`config.mk`:
```
export PLATFORM = sky130hd
export DESIGN_NAME = scd_back
export DESIGN_NICKNAME = d
export VERILOG_FILES = /design/src/rtl/scd_pkg.sv /design/src/rtl/scd_back.sv
export SDC_FILE = /design/constraint.sdc
export NUM_CORES = 2
export LEC_CHECK = 0
export BUFFER_PORTS_ARGS = -buffer_cell sky130_fd_sc_hd__buf_2
export CAP_MARGIN = 20
export CORE_UTILIZATION = 36
export CTS_CLUSTER_SIZE = 40
export DETAILED_ROUTE_END_ITERATION = 10
export GPL_TIMING_DRIVEN = 0
export PLACE_DENSITY = 0.62
export SLEW_MARGIN = 10
export SYNTH_ARGS = -nofsm -noshare
export SYNTH_HDL_FRONTEND = slang
export SYNTH_SLANG_ARGS = --single-unit
```
`constraint.sdc`:
```
create_clock -name clk -period 8.75 [get_ports clk]
set_clock_uncertainty 0.05 [all_clocks]
set_input_delay 0 -clock clk [delete_from_list [all_inputs] [get_ports clk]]
set_output_delay 0 -clock clk [all_outputs]
set_load 0.02 [all_outputs]
```
`src/rtl/scd_pkg.sv`:
```
package scd_pkg;

	// Number of stripes with a stored hash
	localparam int STRIPES = 128;

	// Width of a stripe number as it arrives on the stream
	localparam int STRIPE_W = 7;

	// Index width of the hash store
	localparam int IDX_W = (STRIPES > 1) ? $clog2(STRIPES) : 1;

	// Width that holds both a stripe number and a store index
	localparam int WIDE_W = (IDX_W > STRIPE_W) ? IDX_W : STRIPE_W;

	// Depth of the job queue between front and back
	localparam int QUEUE_DEPTH = 4;
	localparam int QPTR_W = $clog2(QUEUE_DEPTH);
	localparam int QCNT_W = $clog2(QUEUE_DEPTH + 1);

	localparam logic [31:0] FNV_BASIS = 32'd2166136261;
	localparam logic [31:0] FNV_PRIME = 32'd16777619;

	typedef enum logic {
		OP_DATA  = 1'b0,
		OP_CLEAR = 1'b1
	} op_t;

	// One unit of work for the back part: a finished stripe or a clear
	typedef struct packed {
		logic                clear;
		logic [STRIPE_W-1:0] stripe;
		logic [31:0]         hash;
	} job_t;

	function automatic logic [IDX_W-1:0] to_idx(input logic [STRIPE_W-1:0] s);
		logic [WIDE_W-1:0] w;
		w = WIDE_W'(s);
		return w[IDX_W-1:0];
	endfunction

	function automatic logic in_range(input logic [STRIPE_W-1:0] s);
		return (32'(s) < 32'(STRIPES));
	endfunction

endpackage

```
`src/rtl/scd_back.sv`:
```
module scd_back (
	input  logic          clk,
	input  logic          arst_n,
	input  logic          job_avail,
	input  scd_pkg::job_t job,
	output logic          job_pop,
	output logic          m_tvalid,
	input  logic          m_tready,
	output logic [39:0]   m_tdata     // [6:0] stripe_out, [7] changed, [39:8] hash_value
);

	logic [31:0]                 store_mem [scd_pkg::STRIPES];
	logic [scd_pkg::STRIPES-1:0] valid_q;

	logic                        v_s1;
	scd_pkg::job_t               job_s1;
	logic [31:0]                 rd_s1;
	logic                        fwd_s1;
	logic [31:0]                 fwd_hash_s1;

	logic                        m_tvalid_q;
	logic [39:0]                 m_tdata_q;

	logic [scd_pkg::IDX_W-1:0]   widx;
	logic [scd_pkg::IDX_W-1:0]   ridx;
	logic [31:0]                 stored;
	logic                        hit;
	logic                        chg;
	logic                        out_free;
	logic                        commit;
	logic                        wr_en;

	assign widx   = scd_pkg::to_idx(job_s1.stripe);
	assign ridx   = scd_pkg::to_idx(job.stripe);
	assign hit    = scd_pkg::in_range(job_s1.stripe);
	// A cleared entry reads as zero; a write to it while this job was read bypasses the read
	assign stored = !valid_q[widx] ? 32'd0 : (fwd_s1 ? fwd_hash_s1 : rd_s1);
	assign chg    = !hit || (job_s1.hash != stored);

	assign out_free = !m_tvalid_q || m_tready;
	assign commit   = v_s1 && (job_s1.clear || out_free);
	assign wr_en    = commit && !job_s1.clear && hit && chg;
	assign job_pop  = job_avail && (!v_s1 || commit);

	assign m_tvalid = m_tvalid_q;
	assign m_tdata  = m_tdata_q;

	always_ff @(posedge clk) begin
		if (wr_en) begin
			store_mem[widx] <= job_s1.hash;
		end
		if (job_pop) begin
			rd_s1 <= store_mem[ridx];
		end
	end

	always_ff @(posedge clk) begin
		if (job_pop) begin
			job_s1      <= job;
			fwd_hash_s1 <= job_s1.hash;
		end
		if (commit && !job_s1.clear) begin
			m_tdata_q <= {job_s1.hash, chg, job_s1.stripe};
		end
	end

	always_ff @(posedge clk or negedge arst_n) begin
		if (!arst_n) begin
			v_s1       <= 1'b0;
			fwd_s1     <= 1'b0;
			valid_q    <= '0;
			m_tvalid_q <= 1'b0;
		end else begin
			if (job_pop) begin
				v_s1   <= 1'b1;
				fwd_s1 <= wr_en && (widx == ridx);
			end else if (commit) begin
				v_s1 <= 1'b0;
			end
			if (commit && job_s1.clear) begin
				valid_q <= '0;
			end else if (wr_en) begin
				valid_q[widx] <= 1'b1;
			end
			if (commit && !job_s1.clear) begin
				m_tvalid_q <= 1'b1;
			end else if (m_tready) begin
				m_tvalid_q <= 1'b0;
			end
		end
	end

	a_clear_empties: assert property (@(posedge clk) disable iff (!arst_n)
		(commit && job_s1.clear) |=> (valid_q == '0))
		else $error("stored hashes still valid after a clear");

	a_fwd_origin: assert property (@(posedge clk) disable iff (!arst_n)
		(job_pop && !(wr_en && (widx == ridx))) |=> !fwd_s1)
		else $error("bypass set without a write to the same stripe");

endmodule

```
==> results.json <==
{
  "worst_ep_arrival_time_ps": 6550,
  "p_sw_mw": 9.50,
  "peakVddDrop_mv": 0.184,
  "rsz0062_at_grt": "false",
  "ys.flop_type": "edfxtp_1",
  "fin_crit_sh": 0.674,
  "ant_nets": 0,
  "dieArea_um2": 468000,
  "endpoint_kind": "register",
  "drive_above_1_share": 0.356,
  "mostFrequentLayoutCell": "edfxtp_1",
  "clock_path_buffers": 4,
  "clock_sink_count": 4371,
  "grt-ovfl-total": 0,
  "dpl.hpwl_um": 338000,
  "clock-root-buffer": "clkbuf_16",
  "synth_top_cell_by_area": "edfxtp_1",
  "rows": 250,
  "vias_per_cell": 5.60,
  "layout_common_cells": "4240 x edfxtp_1, 1354 x mux4_2, 436 x clkbuf_16",
  "hold_viol": 0,
  "numCtsBuffers": 428,
  "totalWireLength_um": 466000,
  "crit_required_ps": 9400,
  "synth_top_area_frac": 0.760,
  "tns_ps": 0,
  "grt_pass1_vias": 83610,
  "synth_cells": 6887,
  "maxCapViolCount": 0,
  "swShare": 0.216,
  "clk_latency_ps": 990,
  "syn_area_um2": 168000,
  "place_area_um2": 185000,
  "powerDensity_nw_per_um2": 220,
  "synth-warning-count": 0,
  "synth_area_leaders": "edfxtp_1 76%, mux4_2 18%, dfrtp_1 2.0%",
  "power_frac_comb": 0.060,
  "hold_class": "input pin to register",
  "firstDrtPassIters": 7,
  "drc": 0,
  "cts_tree": "yes",
  "status": "finished, final reports clean",
  "io_buffers": 85,
  "start_util": 0.361,
  "ys_ff_latch": 4371,
  "yosysUniqueCellTypes": 60,
  "antenna_found_initial": 59,
  "n_fill_cell": 38811,
  "fin_nets": 8257,
  "vias": 82767,
  "worstSetupPathType": "register to register",
  "max_freq_mhz": 170,
  "grt_pass1_wl_um": 645000,
  "die_width_um": 684,
  "setup_viol": 0,
  "max_slew.worst_pin.slew_ps": 1250,
  "hold_buffers": 87,
  "syn-mean-instance-area_um2": 24.3,
  "die_h_um": 684,
  "finalCoreUtilization": 0.432,
  "power.leakage_nw": 63.1,
  "seqPwrFrac": 0.525,
  "internal_power_mw": 34.6,
  "routedWlPerCell_um": 31.5,
  "synth_edf_count": 4240,
  "final_area_um2": 200000,
  "crit_fanout": 10,
  "ys_async_sr_fraction": 0.0300,
  "htreeDepth": 5,
  "synth_seq_area_share": 0.780,
  "cts_resized": 0,
  "cts_setup_buffers": 0,
  "startpoint_type": "register",
  "pin_count": 86,
  "grt_use_total": 0.195,
  "design.core.area_um2": 464000,
  "drv_slew": 0,
  "clkPwrFrac": 0.415,
  "grt_max_degree": 79,
  "areaGrowthSynthToFinish_pct": 19.5,
  "gp_congestion": 0.921,
  "power_mw": 44.1,
  "slew_headroom": 0.168,
  "syn_nets": 6931,
  "initialDrtViolationCount": 11215,
  "hold-worst-slack_ps": 55.3,
  "period_minus_slack_ps": 5900,
  "clkTransAtPathRegs_ps": 70
}
stage by stage:
stage | cells | setup slack [ps]
after floorplan | 6887 | 2540
after global placement | 13146 | -3840
after detailed placement | 13854 | 3040
after CTS | 14720 | 3010
after global routing | 14770 | 2730
final | 14782 | 2850
synth_stat cells (3+ instances only):
library cell	number
a21o_1	3
a21oi_1	13
a221oi_1	11
a222oi_1	4
a22oi_1	8
a31oi_1	7
a32oi_1	4
and2_1	4
and3_1	4
buf_1	90
buf_2	15
buf_4	24
buf_6	3
clkbuf_1	277
dfrtp_1	131
edfxtp_1	4240
inv_1	7
mux2_2	48
mux2i_1	36
mux4_2	1354
nand2_1	179
nand2b_1	8
nand3_1	17
nand3b_1	4
nand4_1	4
nor2_1	14
nor2b_1	9
nor3_1	137
nor4_1	7
o21ai_0	12
o22ai_1	8
o31ai_1	130
o32ai_1	3
or2_2	4
or3_1	3
xnor2_1	16
xor2_1	17
worst paths after layout:
kind	endpoint	cells past startpoint	slack, ps	start
max in group asynchronous	valid_q[83]$_DFFE_PN0P_	4	7780	arst_n
min in group asynchronous	valid_q[5]$_DFFE_PN0P_	4	490	arst_n
worst min register to register	m_tdata[0]$_DFFE_PP_	0	420	widx[0]$_DFFE_PP_
worst min-delay path	widx[3]$_DFFE_PP_	2	60	job[35]
worst max-delay path	store_mem[123][20]$_DFFE_PP_	16	2850	widx[2]$_DFFE_PP_
worst max register to register	store_mem[123][20]$_DFFE_PP_	16	2850	widx[2]$_DFFE_PP_
cell families (layout without fill, tap and decap cells):
| kind of cell | after synthesis | in the layout | synth area share |
|---|---|---|---|
| DFF | 4371 | 4371 | 0.780 |
| buffers and inverters | 418 | 2093 | 0.0102 |
| xor gates and xnor gates | 33 | 33 | 0.00173 |
| muxes | 1439 | 1439 | 0.187 |
| other | 0 | 46 | 0 |
| AOI/OAI and AO/OA | 222 | 222 | 0.00976 |
| and+or+nand+nor | 404 | 404 | 0.0112 |
power groups by stage:
stage | registers [mW] | logic [mW] | clock network [mW]
after global placement | 24.0 | 1.95 | 0
final | 23.1 | 2.66 | 18.3
after CTS | 23.1 | 2.62 | 18.5
after global routing | 23.1 | 2.74 | 19.2
after detailed placement | 23.6 | 2.58 | 0
after floorplan | 23.7 | 1.13 | 0
layout make-up:
cell class	instances	area, um2	share of cell area
flip-flops and latches	4371	131000	0.653
clock buffers	517	11200	0.0560
plain buffers	409	1750	0.00877
well taps	6174	7720	0.0386
repair buffers	896	10200	0.0512
multi-input cells	2098	35900	0.179
diodes	46	115	0.000575
clock inverters	262	2570	0.0129
inverters	9	38.8	0.000194
per-layer routing:
metal  vias to the layer above  routed length (um)  part of all wire  GRT usage
met5                         -                  44          0.000094          0
met4                         6               20100             0.043     0.0790
met3                       757               47900              0.10     0.0493
met2                      4355              221000              0.47      0.309
met1                     45004              177000              0.38      0.258
li1                      32645                   -                 -          -
sequential cells by signal, summed over array words and instances (netlist names):
signal	flops
valid_q	128
m_tvalid	1
rd_s1	32
fwd_hash_s1	32
store_mem	4096
m_tdata	40
widx	7
job_s1	33
fwd_s1	1
v_s1	1
critical path, cell delays in order, from the launching register on:
cell	delay, ps
edfxtp_1	490
buf_2	360
buf_2	370
buf_1	550
o21ai_0	290
a32oi_1	300
o2111ai_1	360
or3_1	470
a221oi_1	340
and4_1	250
buf_2	210
buf_4	260
buf_4	460
nor3_2	170
buf_4	270
buf_4	200
buf_4	200
(Power assumes the default switching activity.)
