`src/rtl/scd_pkg.sv`:
```
package scd_pkg;

	// Number of stripes with a stored hash
	localparam int STRIPES = 128;

	// Width of a stripe number as it arrives on the stream
	localparam int STRIPE_W = 7;

	// Index width of the hash store
	localparam int IDX_W = (STRIPES > 1) ? $clog2(STRIPES) : 1;

	// Width that holds both a stripe number and a store index
	localparam int WIDE_W = (IDX_W > STRIPE_W) ? IDX_W : STRIPE_W;

	// Depth of the job queue between front and back
	localparam int QUEUE_DEPTH = 4;
	localparam int QPTR_W = $clog2(QUEUE_DEPTH);
	localparam int QCNT_W = $clog2(QUEUE_DEPTH + 1);

	localparam logic [31:0] FNV_BASIS = 32'd2166136261;
	localparam logic [31:0] FNV_PRIME = 32'd16777619;

	typedef enum logic {
		OP_DATA  = 1'b0,
		OP_CLEAR = 1'b1
	} op_t;

	// One unit of work for the back part: a finished stripe or a clear
	typedef struct packed {
		logic                clear;
		logic [STRIPE_W-1:0] stripe;
		logic [31:0]         hash;
	} job_t;

	function automatic logic [IDX_W-1:0] to_idx(input logic [STRIPE_W-1:0] s);
		logic [WIDE_W-1:0] w;
		w = WIDE_W'(s);
		return w[IDX_W-1:0];
	endfunction

	function automatic logic in_range(input logic [STRIPE_W-1:0] s);
		return (32'(s) < 32'(STRIPES));
	endfunction

endpackage

```
`src/rtl/scd_front.sv`:
```
module scd_front (
	input  logic               clk,
	input  logic               arst_n,
	input  logic               s_tvalid,
	output logic               s_tready,
	input  logic [15:0]        s_tdata,   // [6:0] stripe, [14:7] data_byte, [15] zero
	input  logic               s_tuser,   // [0] operation
	input  logic               s_tlast,
	input  logic               q_full,
	output logic               q_push,
	output scd_pkg::job_t      q_job
);

	logic [31:0] hash_q;
	logic [31:0] hash_next;
	logic        accept;
	logic        is_clear;

	assign s_tready = !q_full;
	assign accept   = s_tvalid && s_tready;
	assign is_clear = (scd_pkg::op_t'(s_tuser) == scd_pkg::OP_CLEAR);

	// One FNV-1a round per byte
	assign hash_next = (hash_q ^ {24'd0, s_tdata[14:7]}) * scd_pkg::FNV_PRIME;

	assign q_push       = accept && (is_clear || s_tlast);
	assign q_job.clear  = is_clear;
	assign q_job.stripe = s_tdata[6:0];
	assign q_job.hash   = hash_next;

	always_ff @(posedge clk or negedge arst_n) begin
		if (!arst_n) begin
			hash_q <= scd_pkg::FNV_BASIS;
		end else if (accept) begin
			if (is_clear || s_tlast) begin
				hash_q <= scd_pkg::FNV_BASIS;
			end else begin
				hash_q <= hash_next;
			end
		end
	end

endmodule

```
`config.mk`:
```
export PLATFORM = sky130hd
export DESIGN_NAME = scd_front
export DESIGN_NICKNAME = d
export VERILOG_FILES = /design/src/rtl/scd_pkg.sv /design/src/rtl/scd_front.sv
export SDC_FILE = /design/constraint.sdc
export NUM_CORES = 1
export LEC_CHECK = 0
export BUFFER_PORTS_ARGS = -buffer_cell sky130_fd_sc_hd__buf_2
export CAP_MARGIN = 40
export CORE_UTILIZATION = 63
export DETAILED_ROUTE_END_ITERATION = 7
export PLACE_DENSITY = 0.84
export SYNTH_ARGS = -nofsm -noshare
export SYNTH_HDL_FRONTEND = slang
export SYNTH_SLANG_ARGS = --single-unit
```
`constraint.sdc`:
```
create_clock -name clk -period 5.94 [get_ports clk]
set_input_delay 0 -clock clk [delete_from_list [all_inputs] [get_ports clk]]
set_output_delay 0 -clock clk [all_outputs]
set_load 0.01 [all_outputs]
```
==> summary.md, run 1 <==
| Metric | Value |
|---|---|
| Critical Path Fanout Max | `7` |
| Largest registers | `hash_q: 32 flops` |
| Period utilization | `101%` |
| Router iterations before antenna repair | `5` |
| RSZ-0062 raised after global routing | `true` |
| Max-slew violations | `0` |
| Total Nets Final | `1085` |
| Hold_ws | `0.00444 ps` |
| CP Launch Type | `flop` |
| DR vias | `5878` |
| Failing checks | `negative setup slack` |
| Max reg flops | `32` |
| Relative slew margins | `44.1%` |
| Port Buf Inserts | `48` |
| Total CTS buffers | `5` |
| Largest net degree at the start of global routing | `33` |
| Sink Count | `32` |
| Final setup TNS | `-75.6 ps` |
| Post-Syn Instances | `749` |
| R2r setup slk | `310 ps` |
| Reg with most FFs | `hash_q` |
| Core area | `11000 um2` |
| CTS tree | `yes` |
| Clock Pin Slew Worst Setup and Hold Paths | `60 ps` |
| Fin crit period | `6020 ps` |
| Clk_lat worst skew | `290 ps` |
| Root buffer selected by CTS | `clkbuf_16` |
| Status | `finished with violations` |
| Die Y | `109 um` |
| Antenna violations before repair | `0` |
| Hold Path Stages | `0` |
| H-tree lvl count | `2` |
| Synth async-reset ratio | `100%` |
| Critical path type | `flop to output pin` |
| Total gr overflow | `0` |
| Most frequent cells in the layout | `inv_1, ha_1, fa_1` |
| Post-synth top flop | `dfrtp_1` |
| Crit Reg-Reg Endpoint | `hash_q[31]` |
| CTS max path bufs | `2` |
| Library cells used by synthesis | `56` |
| Worst hold path class | `primary input to output pin` |
| Max-cap violations | `0` |
| Die width | `109 um` |
| I/O pin cnt | `64` |
| Fmax | `166 MHz` |
| Most common cell after layout, fill and taps aside | `inv_1` |
| Area Overhead vs Synth | `11.7%` |
| HP Start | `s_tdata[4]` |
| Final setup fails | `1` |
| Layout cells sized above 1 | `15.7%` |
| Wire length per cell | `21.6 um` |
| GR Util All Layers | `35.1%` |
| Routed WL | `20400 um` |
| Post-synthesis sequential area ratio | `11.4%` |
| Via-to-Cell Ratio | `6.21` |
| Via count of the first global-routing pass | `6467` |
| Ys Warns | `0` |
| Clk_skew | `5.44 ps` |
| GP Congestion | `0.882` |
| Row Count | `38` |
| First-pass GRT wire length | `31000 um` |
| Initial Util | `65.4%` |
| Post-Syn Area | `7180 um2` |
| Hold endpoint | `q_job[36]` |
| Detailed placement HPWL | `14700 um` |
| Remaining routing DRC violations | `0` |
| Crit. End Element | `output pin` |
| R2R cell count | `19` |
| Avg Cell Area, Syn | `9.59 um2` |
| Post-synth EDFFs | `0` |
| Worst Max-Slew Pin Slew | `837 ps` |
| Flops & latches, synth | `32` |
| CP required | `5940 ps` |
| ANT nets after route | `0` |
| Final Hold Viols | `0` |
| Worst setup margin | `-75.6 ps` |
| Critical path arrival | `6020 ps` |
| RR Startpoint | `hash_q[6]` |
| Syn nets | `1029` |
| Iter 0 DRT Violations | `319` |
| Die area | `11800 um2` |
## cell usage after synthesis (all sizes together) (4+ instances only)
cell | count | area share, %
fa | 74 | 21
a31oi | 8 | 0.78
a22o | 15 | 1.8
nor2 | 17 | 0.89
dfstp | 14 | 5.1
dfrtp | 18 | 6.3
xor2 | 24 | 2.9
nand2 | 20 | 1.0
o22ai | 4 | 0.54
ha | 184 | 32
nor3 | 6 | 0.42
a21oi | 33 | 2.3
o21ai | 12 | 0.89
o21a | 6 | 0.73
a21o | 12 | 1.3
buf | 9 | 0.91
clkbuf | 12 | 0.63
nand3 | 9 | 0.63
nor2b | 4 | 0.35
o22a | 12 | 1.5
o21bai | 4 | 0.42
inv | 185 | 9.7
xnor2 | 32 | 3.9
## final cells by class
| class | instances | area [um2] |
|---|---|---|
| well taps | 140 | 175 |
| inverters | 185 | 694 |
| clock buffers | 7 | 153 |
| flip-flops and latches | 32 | 818 |
| fillers | 705 | 2960 |
| repair buffers | 70 | 415 |
| diodes | 1 | 2.50 |
| multi-input cells | 511 | 5760 |
## metal layers
layer	track usage (%)	up-vias	routed length [um]
li1	-	2565	-
met1	38.0	2907	7310
met2	62.4	299	10600
met3	6.34	107	1500
met4	23.6	0	1060
met5	0	-	0
## stage by stage
step	cell area (um2)	setup slack, ps	cells	util [%]
floorplan	7180	695	749	-
global placement	7570	362	926	68.9
detailed placement	7580	206	927	69.0
CTS	7770	33.4	935	70.7
global route	8020	-263	945	73.0
finish	8020	-75.6	946	73.0
## worst max path at each step
| stage | from | end | depth (start not counted) |
|---|---|---|---|
| 6_report | hash_q[6] | q_job[30] | 20 |
| 5_1_grt | hash_q[6] | q_job[30] | 20 |
| 4_1_cts | hash_q[7] | q_job[30] | 20 |
| 3_5_place_dp | hash_q[2] | hash_q[24] | 18 |
| 3_3_place_gp | hash_q[2] | q_job[30] | 20 |
| 2_1_floorplan | hash_q[0] | hash_q[26] | 18 |
## cells by family (layout without fill, tap and decap cells)
logic type | count (synthesis) | count (layout) | synth area share (%)
buffers and inverters | 206 | 262 | 11.2
AO/OA/AOI/OAI | 122 | 122 | 12.6
flip-flops | 32 | 32 | 11.4
other | 0 | 1 | 0
adder cells (fa/ha/maj) | 258 | 258 | 52.7
XOR/XNOR | 56 | 56 | 6.83
AND/OR/NAND/NOR | 73 | 73 | 5.03
multiplexers | 2 | 2 | 0.279
## worst max-delay path: stages (launching register included)
cell and delay, ps:
dfstp_2 580, xor2_1 290, ha_1 310, ha_1 330, fa_1 460, ha_1 230
fa_1 440, ha_1 280, inv_1 40, fa_1 480, inv_1 40, ha_1 380
a21oi_2 220, nand2_1 130, a31oi_2 310, o21ai_0 180, o211ai_1 310, a21oi_2 130
a21oi_1 210, xnor2_1 190, buf_2 180
## what timing repair did
item,CTS,global route
setup buffers,0,10
pin swaps,0,6
hold buffers,1,0
setup endpoints to repair,1,12
hold endpoints to repair,18,0
gates resized for setup,4,26
Power of run 1 is left out: the tool's default activity adds up to more than one toggle a clock period on the data nets, which glitch-free logic cannot reach.
==> inputs of run 2 (changes only) <==
--- a/config.mk
+++ b/config.mk
@@ -7,9 +7,10 @@
 export LEC_CHECK = 0
 export BUFFER_PORTS_ARGS = -buffer_cell sky130_fd_sc_hd__buf_2
 export CAP_MARGIN = 40
-export CORE_UTILIZATION = 63
+export CORE_UTILIZATION = 60
 export DETAILED_ROUTE_END_ITERATION = 7
-export PLACE_DENSITY = 0.84
+export MAX_ROUTING_LAYER = met4
+export PLACE_DENSITY = 0.8
 export SYNTH_ARGS = -nofsm -noshare
 export SYNTH_HDL_FRONTEND = slang
 export SYNTH_SLANG_ARGS = --single-unit
==> summary.md, run 2 (synthesized netlist as in run 1, its figures left out) <==
| Metric | Value |
|---|---|
| Status | `finished with violations (unchanged)` |
| Failing checks | `design-rule violations (was negative setup slack)` |
| Critical Path Source | `hash_q[7] (was hash_q[6])` |
| CTS max path bufs | `2 (unchanged)` |
| Fin crit period | `5810 ps (was 6020 ps)` |
| Clk_skew | `9.01 ps (was 5.44 ps)` |
| Crit-path cells | `xor2_4 > ha_1 > ha_1 > fa_1 > ha_1 > fa_1 > ha_1 > inv_1 > fa_1 > inv_1 > ha_1 > and2_1 > nand2_1 > a2111oi_4 > buf_4 > o211ai_1 > a21oi_2 > a21oi_2 > xnor2_2 > buf_2 (was xor2_1 > ha_1 > ha_1 > fa_1 > ha_1 > fa_1 > ha_1 > inv_1 > fa_1 > inv_1 > ha_1 > a21oi_2 > nand2_1 > a31oi_2 > o21ai_0 > o211ai_1 > a21oi_2 > a21oi_1 > xnor2_1 > buf_2)` |
| Die area | `12400 um2 (was 11800 um2)` |
| CTS tree | `yes (unchanged)` |
| Total CTS buffers | `5 (unchanged)` |
| Max reg flops | `32 (unchanged)` |
| GP Congestion | `0.916 (was 0.882)` |
| Relative slew margins | `38.6% (was 44.1%)` |
| Port Buf Inserts | `48 (unchanged)` |
| Total Nets Final | `1081 (was 1085)` |
| Final Hold Viols | `0 (unchanged)` |
| Antenna violations before repair | `0 (unchanged)` |
| Sink Count | `32 (unchanged)` |
| Hold_ws | `0.00444 ps (unchanged)` |
| Clock Pin Slew Worst Setup and Hold Paths | `60 ps (about the same)` |
| Crit-path slowest cell | `dfstp_2 (unchanged)` |
| Crit-path max cell delay | `590 ps (was 580 ps)` |
| Wire length per cell | `18.9 um (was 21.6 um)` |
| Fmax | `172 MHz (was 166 MHz)` |
| Crit-path most repeated cell | `ha_1 (unchanged)` |
| Worst Max-Slew Pin Slew | `918 ps (was 837 ps)` |
| Die Y | `111 um (was 109 um)` |
| Crit path buf inv count | `4 (was 3)` |
| Final setup fails | `0 (was 1)` |
| Clk_lat worst skew | `290 ps (about the same)` |
| DR vias | `5506 (was 5878)` |
| RR Startpoint | `hash_q[7] (was hash_q[6])` |
| Detailed placement HPWL | `14700 um (about the same)` |
| Period utilization | `97.8% (was 101%)` |
| RSZ-0062 raised after global routing | `true (unchanged)` |
| Antenna cells | `0 (was 1)` |
| CP Launch Type | `flop (unchanged)` |
| Most frequent cells in the layout | `inv_1, ha_1, fa_1 (unchanged)` |
| First-pass GRT wire length | `29000 um (was 31000 um)` |
| Largest net degree at the start of global routing | `33 (unchanged)` |
| Via count of the first global-routing pass | `5919 (was 6467)` |
| Via-to-Cell Ratio | `5.83 (was 6.21)` |
| Reg with most FFs | `hash_q (unchanged)` |
| Worst hold path class | `primary input to output pin (unchanged)` |
| ANT nets after route | `0 (unchanged)` |
| Initial Util | `62.1% (was 65.4%)` |
| Remaining routing DRC violations | `6 (was 0)` |
| Area Overhead vs Synth | `10.6% (was 11.7%)` |
| Router iterations before antenna repair | `6 (was 5)` |
| Routed WL | `17800 um (was 20400 um)` |
| Most common cell after layout, fill and taps aside | `inv_1 (unchanged)` |
| H-tree lvl count | `2 (unchanged)` |
| Total gr overflow | `0 (unchanged)` |
| Die width | `111 um (was 109 um)` |
| HP Start | `s_tdata[4] (unchanged)` |
| Critical path arrival | `5810 ps (was 6020 ps)` |
| Crit. End Element | `output pin (unchanged)` |
| Critical Path Fanout Max | `5 (was 7)` |
| Root buffer selected by CTS | `clkbuf_16 (unchanged)` |
| Critical path type | `flop to output pin (unchanged)` |
| Iter 0 DRT Violations | `274 (was 319)` |
| I/O pin cnt | `64 (unchanged)` |
| GR Util All Layers | `31.1% (was 35.1%)` |
| CP required | `5940 ps (about the same)` |
| Largest registers | `hash_q: 32 flops (unchanged)` |
| Row Count | `39 (was 38)` |
| Top delay family on crit path | `adder cells (unchanged)` |
| Max-cap violations | `0 (unchanged)` |
| Layout cells sized above 1 | `15.3% (was 15.7%)` |
| Max-slew violations | `0 (unchanged)` |
| Core area | `11600 um2 (was 11000 um2)` |
==> run 2: path summary, 6_finish.rpt <==
check                             end  slack, ps  cells after the start
min reg2reg                 hash_q[1]        550                      1
min                         q_job[36]      0.004                      0
min in group asynchronous  hash_q[23]        350                      2
max reg2reg                hash_q[31]        450                     18
max in group asynchronous  hash_q[17]       5080                      2
max                         q_job[30]        130                     20
==> run 2: stage by stage <==
stage | setup WS, ps | instance area (um2) | TNS [ps] | instances | util, %
global route | -65.2 | 7940 | -65.2 | 945 | 68.7
floorplan | 695 | 7180 | 0 | 749 | -
detailed placement | 194 | 7580 | 0 | 930 | 65.6
finish | 132 | 7940 | 0 | 945 | 68.7
global placement | 320 | 7570 | 0 | 929 | 65.5
CTS | 9.95 | 7750 | 0 | 939 | 67.1
==> run 2: cell type report <==
cell class / instances / area, um2
Clock buffer: 6 / 129
Multi-Input combinational cell: 511 / 5730
Timing Repair Buffer: 66 / 382
Tap cell: 143 / 179
Sequential cell: 32 / 818
Clock inverter: 2 / 12.5
Fill cell: 841 / 3620
Inverter: 185 / 694
==> run 2: what timing repair did <==
item	4_1_cts	5_1_grt
resized for setup	3	25
hold buffers	1	0
pin swaps	0	10
setup buffers	0	6
endpoints found under the hold margin	18	0
endpoints found under the setup margin	3	8
==> run 2: routing by layer <==
metal  GRT usage (%)  share of wire [%]
met4            12.6                3.8
met1            36.4                 40
met3            3.43                4.7
met2            54.5                 51
met5               -                  0
Power of run 2 is left out for the same reason.
