**config.mk**
```make
export PLATFORM = sky130hd
export DESIGN_NAME = scd_queue
export DESIGN_NICKNAME = d
export VERILOG_FILES = /design/src/rtl/scd_pkg.sv /design/src/rtl/scd_queue.sv
export SDC_FILE = /design/constraint.sdc
export NUM_CORES = 1
export LEC_CHECK = 0
export ABC_AREA = 1
export BUFFER_PORTS_ARGS = -buffer_cell sky130_fd_sc_hd__buf_2
export CORE_ASPECT_RATIO = 1.1
export CORE_MARGIN = 1
export CORE_UTILIZATION = 45
export CTS_BUF_LIST = sky130_fd_sc_hd__clkbuf_2
export CTS_CLUSTER_SIZE = 8
export DETAILED_ROUTE_END_ITERATION = 10
export HOLD_SLACK_MARGIN = 0.15
export SLEW_MARGIN = 5
export SYNTH_ARGS = -nofsm -noshare
export SYNTH_HDL_FRONTEND = slang
export SYNTH_SLANG_ARGS = --single-unit
```
**constraint.sdc**
```tcl
create_clock -name clk -period 3.79 [get_ports clk]
set_clock_uncertainty 0.2 [all_clocks]
set_input_delay 0.758 -clock clk [delete_from_list [all_inputs] [get_ports clk]]
set_output_delay 0.758 -clock clk [all_outputs]
set_load 0.01 [all_outputs]
```
**src/rtl/scd_pkg.sv**
```systemverilog
package scd_pkg;

	// Number of stripes with a stored hash
	localparam int STRIPES = 128;

	// Width of a stripe number as it arrives on the stream
	localparam int STRIPE_W = 7;

	// Index width of the hash store
	localparam int IDX_W = (STRIPES > 1) ? $clog2(STRIPES) : 1;

	// Width that holds both a stripe number and a store index
	localparam int WIDE_W = (IDX_W > STRIPE_W) ? IDX_W : STRIPE_W;

	// Depth of the job queue between front and back
	localparam int QUEUE_DEPTH = 4;
	localparam int QPTR_W = $clog2(QUEUE_DEPTH);
	localparam int QCNT_W = $clog2(QUEUE_DEPTH + 1);

	localparam logic [31:0] FNV_BASIS = 32'd2166136261;
	localparam logic [31:0] FNV_PRIME = 32'd16777619;

	typedef enum logic {
		OP_DATA  = 1'b0,
		OP_CLEAR = 1'b1
	} op_t;

	// One unit of work for the back part: a finished stripe or a clear
	typedef struct packed {
		logic                clear;
		logic [STRIPE_W-1:0] stripe;
		logic [31:0]         hash;
	} job_t;

	function automatic logic [IDX_W-1:0] to_idx(input logic [STRIPE_W-1:0] s);
		logic [WIDE_W-1:0] w;
		w = WIDE_W'(s);
		return w[IDX_W-1:0];
	endfunction

	function automatic logic in_range(input logic [STRIPE_W-1:0] s);
		return (32'(s) < 32'(STRIPES));
	endfunction

endpackage

```
**src/rtl/scd_queue.sv**
```systemverilog
module scd_queue (
	input  logic          clk,
	input  logic          arst_n,
	input  logic          push,
	input  scd_pkg::job_t push_job,
	output logic          full,
	output logic          avail,
	output scd_pkg::job_t head,
	input  logic          pop
);

	scd_pkg::job_t                 slots_q [scd_pkg::QUEUE_DEPTH];
	logic [scd_pkg::QPTR_W-1:0]    wr_ptr_q;
	logic [scd_pkg::QPTR_W-1:0]    rd_ptr_q;
	logic [scd_pkg::QCNT_W-1:0]    count_q;

	assign full  = (count_q == scd_pkg::QCNT_W'(scd_pkg::QUEUE_DEPTH));
	assign avail = (count_q != '0);
	assign head  = slots_q[rd_ptr_q];

	always_ff @(posedge clk) begin
		if (push) begin
			slots_q[wr_ptr_q] <= push_job;
		end
	end

	always_ff @(posedge clk or negedge arst_n) begin
		if (!arst_n) begin
			wr_ptr_q <= '0;
			rd_ptr_q <= '0;
			count_q  <= '0;
		end else begin
			if (push) begin
				wr_ptr_q <= wr_ptr_q + 1'b1;
			end
			if (pop) begin
				rd_ptr_q <= rd_ptr_q + 1'b1;
			end
			case ({push, pop})
				2'b10:   count_q <= count_q + 1'b1;
				2'b01:   count_q <= count_q - 1'b1;
				default: count_q <= count_q;
			endcase
		end
	end

	a_no_overflow: assert property (@(posedge clk) disable iff (!arst_n)
		full |-> !push)
		else $error("job pushed into a full queue");

	a_no_underflow: assert property (@(posedge clk) disable iff (!arst_n)
		pop |-> avail)
		else $error("job popped from an empty queue");

endmodule

```
==> results of run 1 <==
[layer usage]
layer  GRT usage (%)  routed length, um
met1            19.8               5440
met2            30.2               6700
met3            4.71                521
met4            6.79                226
met5               0                  0
[report_power, final]
group | total, mW | internal [mW] | leakage [nW] | switching (mW)
Combinational | 2.22 | 0.828 | 1.91 | 1.39
Sequential | 2.62 | 2.42 | 1.55 | 0.206
Clock | 0.891 | 0.298 | 0.135 | 0.593
[sequential cells by signal, summed over array words and instances (netlist names)]
name      cells
rd_ptr_q      2
slots_q     160
wr_ptr_q      2
count_q       3
[cell families (layout without fill, tap and decap cells)]
family / Yosys count / after routing / share of synthesized area, %
and+or+nand+nor: 256 / 256 / 13.6
other: 0 / 1 / 0
buffers and inverters: 119 / 263 / 7.42
xor gates and xnor gates: 4 / 4 / 0.493
adders and majority gates: 6 / 6 / 1.16
AOI/OAI and AO/OA: 42 / 42 / 7.19
DFF: 167 / 167 / 70.1
[cells in the mapped netlist (all sizes together)]
| library cell | count |
|---|---|
| nor3 | 1 |
| buf | 23 |
| nand2 | 174 |
| ha | 5 |
| nand4 | 1 |
| xnor2 | 1 |
| nand3 | 1 |
| nor2 | 79 |
| clkbuf | 4 |
| xor2 | 3 |
| fa | 1 |
| inv | 92 |
| o211ai | 40 |
| edfxtp | 160 |
| dfrtp | 7 |
| o21ai | 2 |
[worst min-delay path, stage by stage (launching register included)]
cell and delay [ns]:
dfrtp_1 0.40, nand2_1 0.05, nand2_1 0.05
[metrics by stage]
stage	power [mW]	cells	utilization (%)	hold slack, ns
2_1_floorplan	4.21	594	-	0.242
4_1_cts	5.83	934	55.0	0.310
3_5_place_dp	4.91	859	50.7	0.264
3_3_place_gp	4.83	859	50.7	0.264
5_1_grt	6.17	935	55.0	0.347
6_report	5.74	935	55.0	0.308
[path summary, 6_finish.rpt]
| kind | slack (ns) | to | start |
|---|---|---|---|
| min | 0.31 | count_q[2]$_DFFE_PN0P_ | count_q[2]$_DFFE_PN0P_ |
| max reg2reg | 1.66 | slots_q[2][27]$_DFFE_PP_ | wr_ptr_q[0]$_DFFE_PN0P_ |
| min reg2reg | 0.31 | count_q[2]$_DFFE_PN0P_ | count_q[2]$_DFFE_PN0P_ |
| max | 0.37 | head[12] | rd_ptr_q[0]$_DFFE_PN0P_ |
| max in group asynchronous | 2.35 | rd_ptr_q[0]$_DFFE_PN0P_ | arst_n |
| min in group asynchronous | 0.75 | rd_ptr_q[1]$_DFFE_PN0P_ | arst_n |
[cell type report]
class,count,area [um2],share of cell area (%)
flip-flops and latches,167,4980,59.5
clock inverters,13,133,1.58
clock buffers,18,90.1,1.07
diodes,1,2.50,0.0299
repair buffers,140,986,11.8
multi-input cells,308,1590,19.0
well taps,196,245,2.93
inverters,92,347,4.14
==> impl_metrics.ini, run 1 <==
[final_layout]
nNetsFinal = 776
area_delta_synth_final_pct = 18.0
drive_gt1_share_pct = 23.2
final_common_cell = nand2_1
final_cell_area_mm2 = 0.00838
final_cell_mix = nand2_1 (174), edfxtp_1 (160), inv_1 (87)
fill_cells = 1292

[drt]
vias_per_cell = 4.63
wl_per_cell_um = 13.8
drt_iter0_drc = 229
routed_wl_um = 12900
drc = 0
postRouteAntennaNets = 0
firstDrtPassIters = 4
dr_total_vias = 4329

[grt]
grt_use_total_pct = 17.2
globalRouteOverflowTotal = 0
antenna_found_initial = 1
grt_max_degree = 66
grt_pass1_wl_um = 21000
grt_pass1_vias = 4357

[clock_network]
cts-buffers-inserted = 17
clock_latency_ns = 0.72
cts.repair.resized = 0
ctsHoldBuffers = 44
cts_tree = yes
htreeDepth = 4
clock_path_buffers = 2
post_cts_buffers = 0
cts_sinks = 167
cts_root_buf = clkbuf_2
clk_pin_slew_ns = 0.21

[synth]
ys_seq_elements = 167
synthesis.area_mm2 = 0.00710
synth_cell_type_count = 20
syn_nets = 644
synth_area_leaders = edfxtp_1 (68%), nand2_1 (9.2%), o211ai_2 (7.0%)
syn_inst = 594
synth_top_cell_by_area = edfxtp_1
syn_avg_cell_area_um2 = 12.0
yosysTopAreaCellShare_pct = 67.7
synth_warnings = 0
ys_seq_area_share_pct = 70.1

[run_status]
status = finished, final reports clean

[timing]
min_period_ns = 3.42
fin_crit_sh_pct = 90.2
tns_ns = 0
fmax_ghz = 0.293
fin_ws_ns = 0.373
hold_viol = 0
tightest_slew_ns = 0.628
final-setup-viol-count = 0
rsz0062_at_grt = false
slew_viol_final = 0
slew_headroom_pct = 58.1

[setup_path]
crit_buf_inv = 2
path_cells = buf_12, nor2_1, nor2_1, nand2_1, nand2_1, buf_2
critical-path-top-delay-family = flip-flops
start_kind = flop
worstSetupPathType = flop to primary output
rr_worst_depth = 5
crit_path_end_kind = primary output
worstPathArrival_ns = 2.46
cp_slowest_stage_delay_ns = 0.89
crit_cells = 6
critical_path_required_ns = 2.83
cp_max_fo = 65
cp_slowest_cell = dfrtp_4

[floorplanning]
initial_core_util_pct = 46.6
rows = 47
fp.dieW_um = 122
die_area_mm2 = 0.0163
die_h_um = 134
core_area_mm2 = 0.0152
io_pins = 86

[placed_design]
hpwl_um = 7900
io_buffer_count = 85
dp_slack_ns = 1.15
place_area_mm2 = 0.00771
gp_congestion = 0.687

[pwr]
p_per_area_mw_per_mm2 = 685
ir_drop_mv = 0.333
p_leak_nw = 3.59

[hold_path]
hp-class = flop to flop
min_delay_path_depth = 2

[job]
max_cap_violations = 0
Power figures use the tool's default switching activity.
==> inputs of run 2 (changes only) <==
ABC_AREA = default   (was 1)
BUFFER_PORTS_ARGS = -buffer_cell sky130_fd_sc_hd__clkbuf_2   (was -buffer_cell sky130_fd_sc_hd__buf_2)
==> run 2 against run 1 <==
Non-clock buffer count shrank 2. Wire length shrank 17%. Critical path depth shrank 4. Register-to-register slack lost 0.02 ns. Clock power shrank 3.6%. Worst hold slack lost 0.0075 ns. Sequential share of layout area grew 7.1 points. Sequential power grew 2%. Critical path type unchanged. Design area shrank 11%. Cell count shrank 37%. Largest cell class unchanged.
==> impl_metrics.ini, run 2 <==
[final_layout]
nNetsFinal = 440
fill_cells = 1099
drive_gt1_share_pct = 41.7
largest_register = slots_q
largest_register_ffs = 160
final_common_cell = edfxtp_1
final_cell_area_mm2 = 0.00749
reg.largest.list = slots_q: 160 flops, count_q: 3 flops
seq_area_mm2 = 0.00498
multi_input_area_mm2 = 0.00111
area_delta_synth_final_pct = 20.5
final_cell_mix = edfxtp_1 (160), clkbuf_2 (105), dlygate4sd3_1 (44)

[timing]
slew_viol_final = 0
rsz0062_at_grt = false
fin_crit_sh_pct = 93.0
fin_ws_ns = 0.265
min_period_ns = 3.53
fmax_ghz = 0.284
tightest_slew_ns = 0.854
final-setup-viol-count = 0
slew_headroom_pct = 43.1
hold_viol = 0
hold_ws_ns = 0.300
tns_ns = 0

[synth]
yosysTopAreaCellShare_pct = 77.3
ys_seq_area_share_pct = 80.1
syn_nets = 293
synth_common_cells = edfxtp_1 (160), mux4_2 (38), dfrtp_1 (7), ha_1 (5)
synth_ff_type = edfxtp_1
synth_warnings = 0
yosysMostFrequentCell = edfxtp_1
synth_area_leaders = edfxtp_1 (77%), mux4_2 (14%), dfrtp_1 (2.8%)
synthesis.area_mm2 = 0.00622
synth-edff-count = 160
synth_top_cell_by_area = edfxtp_1
synth_cell_type_count = 20
ys_seq_elements = 167
syn_inst = 243
syn_avg_cell_area_um2 = 25.6
synth-async-reset-ratio_pct = 4.19

[grt]
globalRouteOverflowTotal = 0
grt_pass1_wl_um = 16700
antenna_found_initial = 1
grt_pass1_vias = 3111
grt_max_degree = 43
grt_use_total_pct = 16.5

[pwr]
ir_drop_mv = 0.287
p_per_area_mw_per_mm2 = 665
p_leak_nw = 2.65

[drt]
vias_per_cell = 4.93
routed_wl_um = 10700
dr_total_vias = 2897
wl_per_cell_um = 18.2
firstDrtPassIters = 4
postRouteAntennaNets = 0
drt_iter0_drc = 159
drc = 0

[floorplanning]
core_area_mm2 = 0.0133
fp.dieW_um = 114
die_h_um = 125
rows = 44
io_pins = 86
initial_core_util_pct = 46.7
die_area_mm2 = 0.0143

[setup_path]
cp_slowest_stage_delay_ns = 1.02
cp_max_fo = 42
critical_path_required_ns = 2.83
path_cells = mux4_1, clkbuf_2
worstSetupPathType = flop to primary output
worstPathArrival_ns = 2.57
start_kind = flop
cp_slowest_cell = dfrtp_4
crit_path_end_kind = primary output
rr_worst_depth = 4

[placed_design]
dp_slack_ns = 0.991
hpwl_um = 6460
place_area_mm2 = 0.00683
gp_congestion = 0.662
io_buffer_count = 85

[clock_network]
post_cts_buffers = 0
clock_path_buffers = 2
cts-buffers-inserted = 17
clk_pin_slew_ns = 0.20
cts_tree = yes
cts.repair.resized = 0
htreeDepth = 4
clock_latency_ns = 0.69
cts_sinks = 167
ctsHoldBuffers = 44
cts_root_buf = clkbuf_2

[hold_path]
hp-class = flop to flop
min_delay_path_depth = 1

[run_status]
status = finished, final reports clean

[job]
max_cap_violations = 0
[run 2: cells by family (layout without fill, tap and decap cells)]
kind of cell,after synthesis,after routing,share of synthesized area [%]
xor+xnor,6,6,0.846
buf+inv,13,173,2.03
other cells,0,1,0
simple gates,9,9,0.805
flops,167,167,80.1
compound gates,1,1,0.0804
fa+ha+maj,6,6,1.33
mux,41,41,14.8
[run 2: stage by stage]
step	util [%]	power (mW)	instances
floorplan	-	3.69	243
global placement	51.3	4.17	511
detailed placement	51.3	4.18	511
CTS	56.2	5.07	587
global route	56.2	5.26	588
finish	56.2	4.98	588
[run 2: layout make-up]
cell class | instances | share of cell area, %
well taps | 184 | 3.07
inverters | 3 | 0.150
repair buffers | 138 | 12.5
multi-input cells | 63 | 14.9
clock inverters | 12 | 1.47
flip-flops and latches | 167 | 66.6
diodes | 1 | 0.0334
clock buffers | 20 | 1.34
[run 2: final timing paths]
check                                        start  slack [ns]                      end
min in group asynchronous                   arst_n        0.80   count_q[0]$_DFFE_PN0P_
max                        rd_ptr_q[0]$_DFFE_PN0P_        0.26                  head[0]
min reg2reg                 count_q[2]$_DFFE_PN0P_        0.30   count_q[2]$_DFFE_PN0P_
max in group asynchronous                   arst_n        2.31  rd_ptr_q[0]$_DFFE_PN0P_
max reg2reg                wr_ptr_q[0]$_DFFE_PN0P_        1.64  slots_q[2][0]$_DFFE_PP_
min                         count_q[2]$_DFFE_PN0P_        0.30   count_q[2]$_DFFE_PN0P_
[run 2: critical path, delay by kind of cell, from the launching register on]
kind	cells	cell delay (ns)
flip-flops	1	1.02
multiplexers	1	0.66
buffers and inverters	1	0.15
[run 2: report_power, final]
part	switching (mW)	internal [mW]	total (mW)	leakage, nW
Sequential	0.252	2.42	2.67	1.55
Combinational	0.699	0.755	1.45	0.957
Clock	0.561	0.298	0.859	0.144
[run 2: metal layers]
layer,vias to the layer above,share of wire (%),track usage (%)
li1,1321,-,-
met1,1500,42,20.4
met2,64,53,27.1
met3,12,4.4,5.38
met4,0,1.4,5.96
met5,-,0,0
==> inputs of run 3 (changes only) <==
BUFFER_PORTS_ARGS = -buffer_cell sky130_fd_sc_hd__buf_4   (was -buffer_cell sky130_fd_sc_hd__clkbuf_2)
PLACE_DENSITY_LB_ADDON = 0.08   (was default)
SLEW_MARGIN = default   (was 5)
==> run 3 against run 2 <==
Non-clock buffer count fell by 2. Sequential share of layout area is 2.3 points lower. Sequential power shrank 3%. Cell count down 0.51%. Design area is 3.6% higher. Via count decreased by 0.28%. First-iteration DRC count shrank 21%. Setup slack improved by 0.16 ns. Global-route usage decreased by 0.051 points. Utilization increased by 2.0 points. Power up 4.9%. Worst hold slack got worse by 0.0029 ns. Critical path type unchanged. Highest routed layer unchanged.
==> impl_metrics.ini, run 3 (synthesis results as in run 2) <==
[final_layout]
fill_cells = 1033
drive_gt1_share_pct = 40.9
final_cell_area_mm2 = 0.00775
reg.largest.list = slots_q: 160 flops, count_q: 3 flops
num_antenna_cells = 0
final_cell_mix = edfxtp_1 (160), buf_4 (87), dlygate4sd3_1 (44)
area_delta_synth_final_pct = 24.7
final_common_cell = edfxtp_1
nNetsFinal = 438
largest_register = slots_q
largest_register_ffs = 160
final_cells = 585

[setup_path]
cp_slowest_stage_delay_ns = 0.65
crit_buf_inv = 2
worstSetupPathType = flop to primary output
start_kind = flop
crit_path_end_kind = primary output
crit_top_cell = buf_4
cp_slowest_cell = dfrtp_2
cp_max_fo = 12
critical_path_required_ns = 2.83
crit_cells = 3
worstPathArrival_ns = 2.41
critical-path-top-delay-family = flip-flops
rr_worst_depth = 4
path_cells = buf_4, mux4_2, buf_4

[timing]
tightest_slew_ns = 0.644
rsz0062_at_grt = false
min_period_ns = 3.37
slew_viol_final = 0
fmax_ghz = 0.297
hold_ws_ns = 0.297
hold_viol = 0
final-setup-viol-count = 0
slew_headroom_pct = 57.0
tns_ns = 0
fin_crit_sh_pct = 88.9

[floorplanning]
fp.dieW_um = 114
die_area_mm2 = 0.0143
core_area_mm2 = 0.0133
initial_core_util_pct = 46.7
io_pins = 86
die_h_um = 125
rows = 44

[clock_network]
clock_latency_ns = 0.71
clk_pin_slew_ns = 0.20
cts_root_buf = clkbuf_2
cts.repair.resized = 0
cts_sinks = 167
htreeDepth = 4
cts-buffers-inserted = 17
cts_tree = yes
clock_path_buffers = 2

[grt]
grt_use_total_pct = 16.4
grt_pass1_wl_um = 16600
grtUsageMet2_pct = 26.3
grt_pass1_vias = 3104
use_met1_pct = 20.9
grt-busiest-layer = met2
grt_max_degree = 37
use_met3_pct = 4.60
antenna_found_initial = 0
globalRouteOverflowTotal = 0

[pwr]
p_clk_share_pct = 16.6
p_leak_nw = 2.69
p_sw_mw = 1.55
ir_drop_mv = 0.298
pwr-share-comb_pct = 33.9
netSwitchingFraction_pct = 29.7
internal-power_mw = 3.67
p_per_area_mw_per_mm2 = 674
finalPower_mw = 5.23
seqPwrFrac_pct = 49.5

[hold_path]
hp-class = flop to flop
min_delay_path_depth = 1

[drt]
dr_total_vias = 2889
drt_iter0_drc = 126
drc = 0
firstDrtPassIters = 4
routed_wl_um = 10700
postRouteAntennaNets = 0
vias_per_cell = 4.94
wl_per_cell_um = 18.3

[placed_design]
hpwl_um = 6240
gp_congestion = 0.640
place_area_mm2 = 0.00709
io_buffer_count = 85
dp.cells = 509

[job]
max_cap_violations = 0

[run_status]
status = finished, final reports clean
-- run 3: cell types whose count changed in the layout (fill, tap and decap cells not counted), sizes merged --
cell,before,now
buf,9,92
clkinv,10,8
clkinvlp,0,4
inv,3,4
clkbuf,105,17
diode,1,0
-- run 3: worst paths after layout --
path,slack [ns],from,end
worst max-delay path,0.42,rd_ptr_q[0]$_DFFE_PN0P_,head[38]
worst min-delay path,0.30,count_q[2]$_DFFE_PN0P_,count_q[2]$_DFFE_PN0P_
worst max register to register,1.80,wr_ptr_q[0]$_DFFE_PN0P_,slots_q[0][6]$_DFFE_PP_
worst min register to register,0.30,count_q[2]$_DFFE_PN0P_,count_q[2]$_DFFE_PN0P_
max in group asynchronous,2.36,arst_n,rd_ptr_q[0]$_DFFE_PN0P_
min in group asynchronous,0.77,arst_n,wr_ptr_q[0]$_DFFE_PN0P_
-- run 3: metrics by stage --
step           utilization, %  worst slack [ns]
2_1_floorplan               -              1.46
3_3_place_gp             53.2              1.17
3_5_place_dp             53.2              1.15
4_1_cts                  58.2             0.275
5_1_grt                  58.2             0.205
6_report                 58.2             0.421
-- run 3: layer usage --
layer  vias up  part of all wire (%)
li1       1312                     -
met1      1482                    43
met2        81                    50
met3        14                   5.0
met4         0                   1.7
met5         -                     0
-- run 3: cell type report --
cell class | count | area (um2) | share of cell area (%)
Timing Repair Buffer | 136 | 1190 | 15.4
Sequential cell | 167 | 4980 | 64.3
Clock buffer | 17 | 85.1 | 1.10
Inverter | 3 | 11.3 | 0.145
Tap cell | 184 | 230 | 2.97
Multi-Input combinational cell | 63 | 1110 | 14.4
Clock inverter | 15 | 136 | 1.76
-- run 3: power by group through the flow --
stage	Sequential [mW]	Combinational, mW	Clock (mW)
global route	2.62	1.92	0.973
detailed placement	2.64	1.78	0
finish	2.59	1.77	0.870
global placement	2.62	1.78	0
floorplan	2.53	1.16	0
CTS	2.59	1.82	0.910
-- run 3: worst reg2reg max path, delay by kind of cell, from the launching register on --
family / cells / cell delay (ns)
adder cells (fa/ha/maj): 1 / 0.14
buffers and inverters: 2 / 0.61
flip-flops: 1 / 0.47
AND/OR/NAND/NOR: 1 / 0.22
-- run 3: what timing repair did --
action	in CTS	in global routing
hold endpoints to repair	172	0
buffers inserted	0	0
hold buffers	44	0
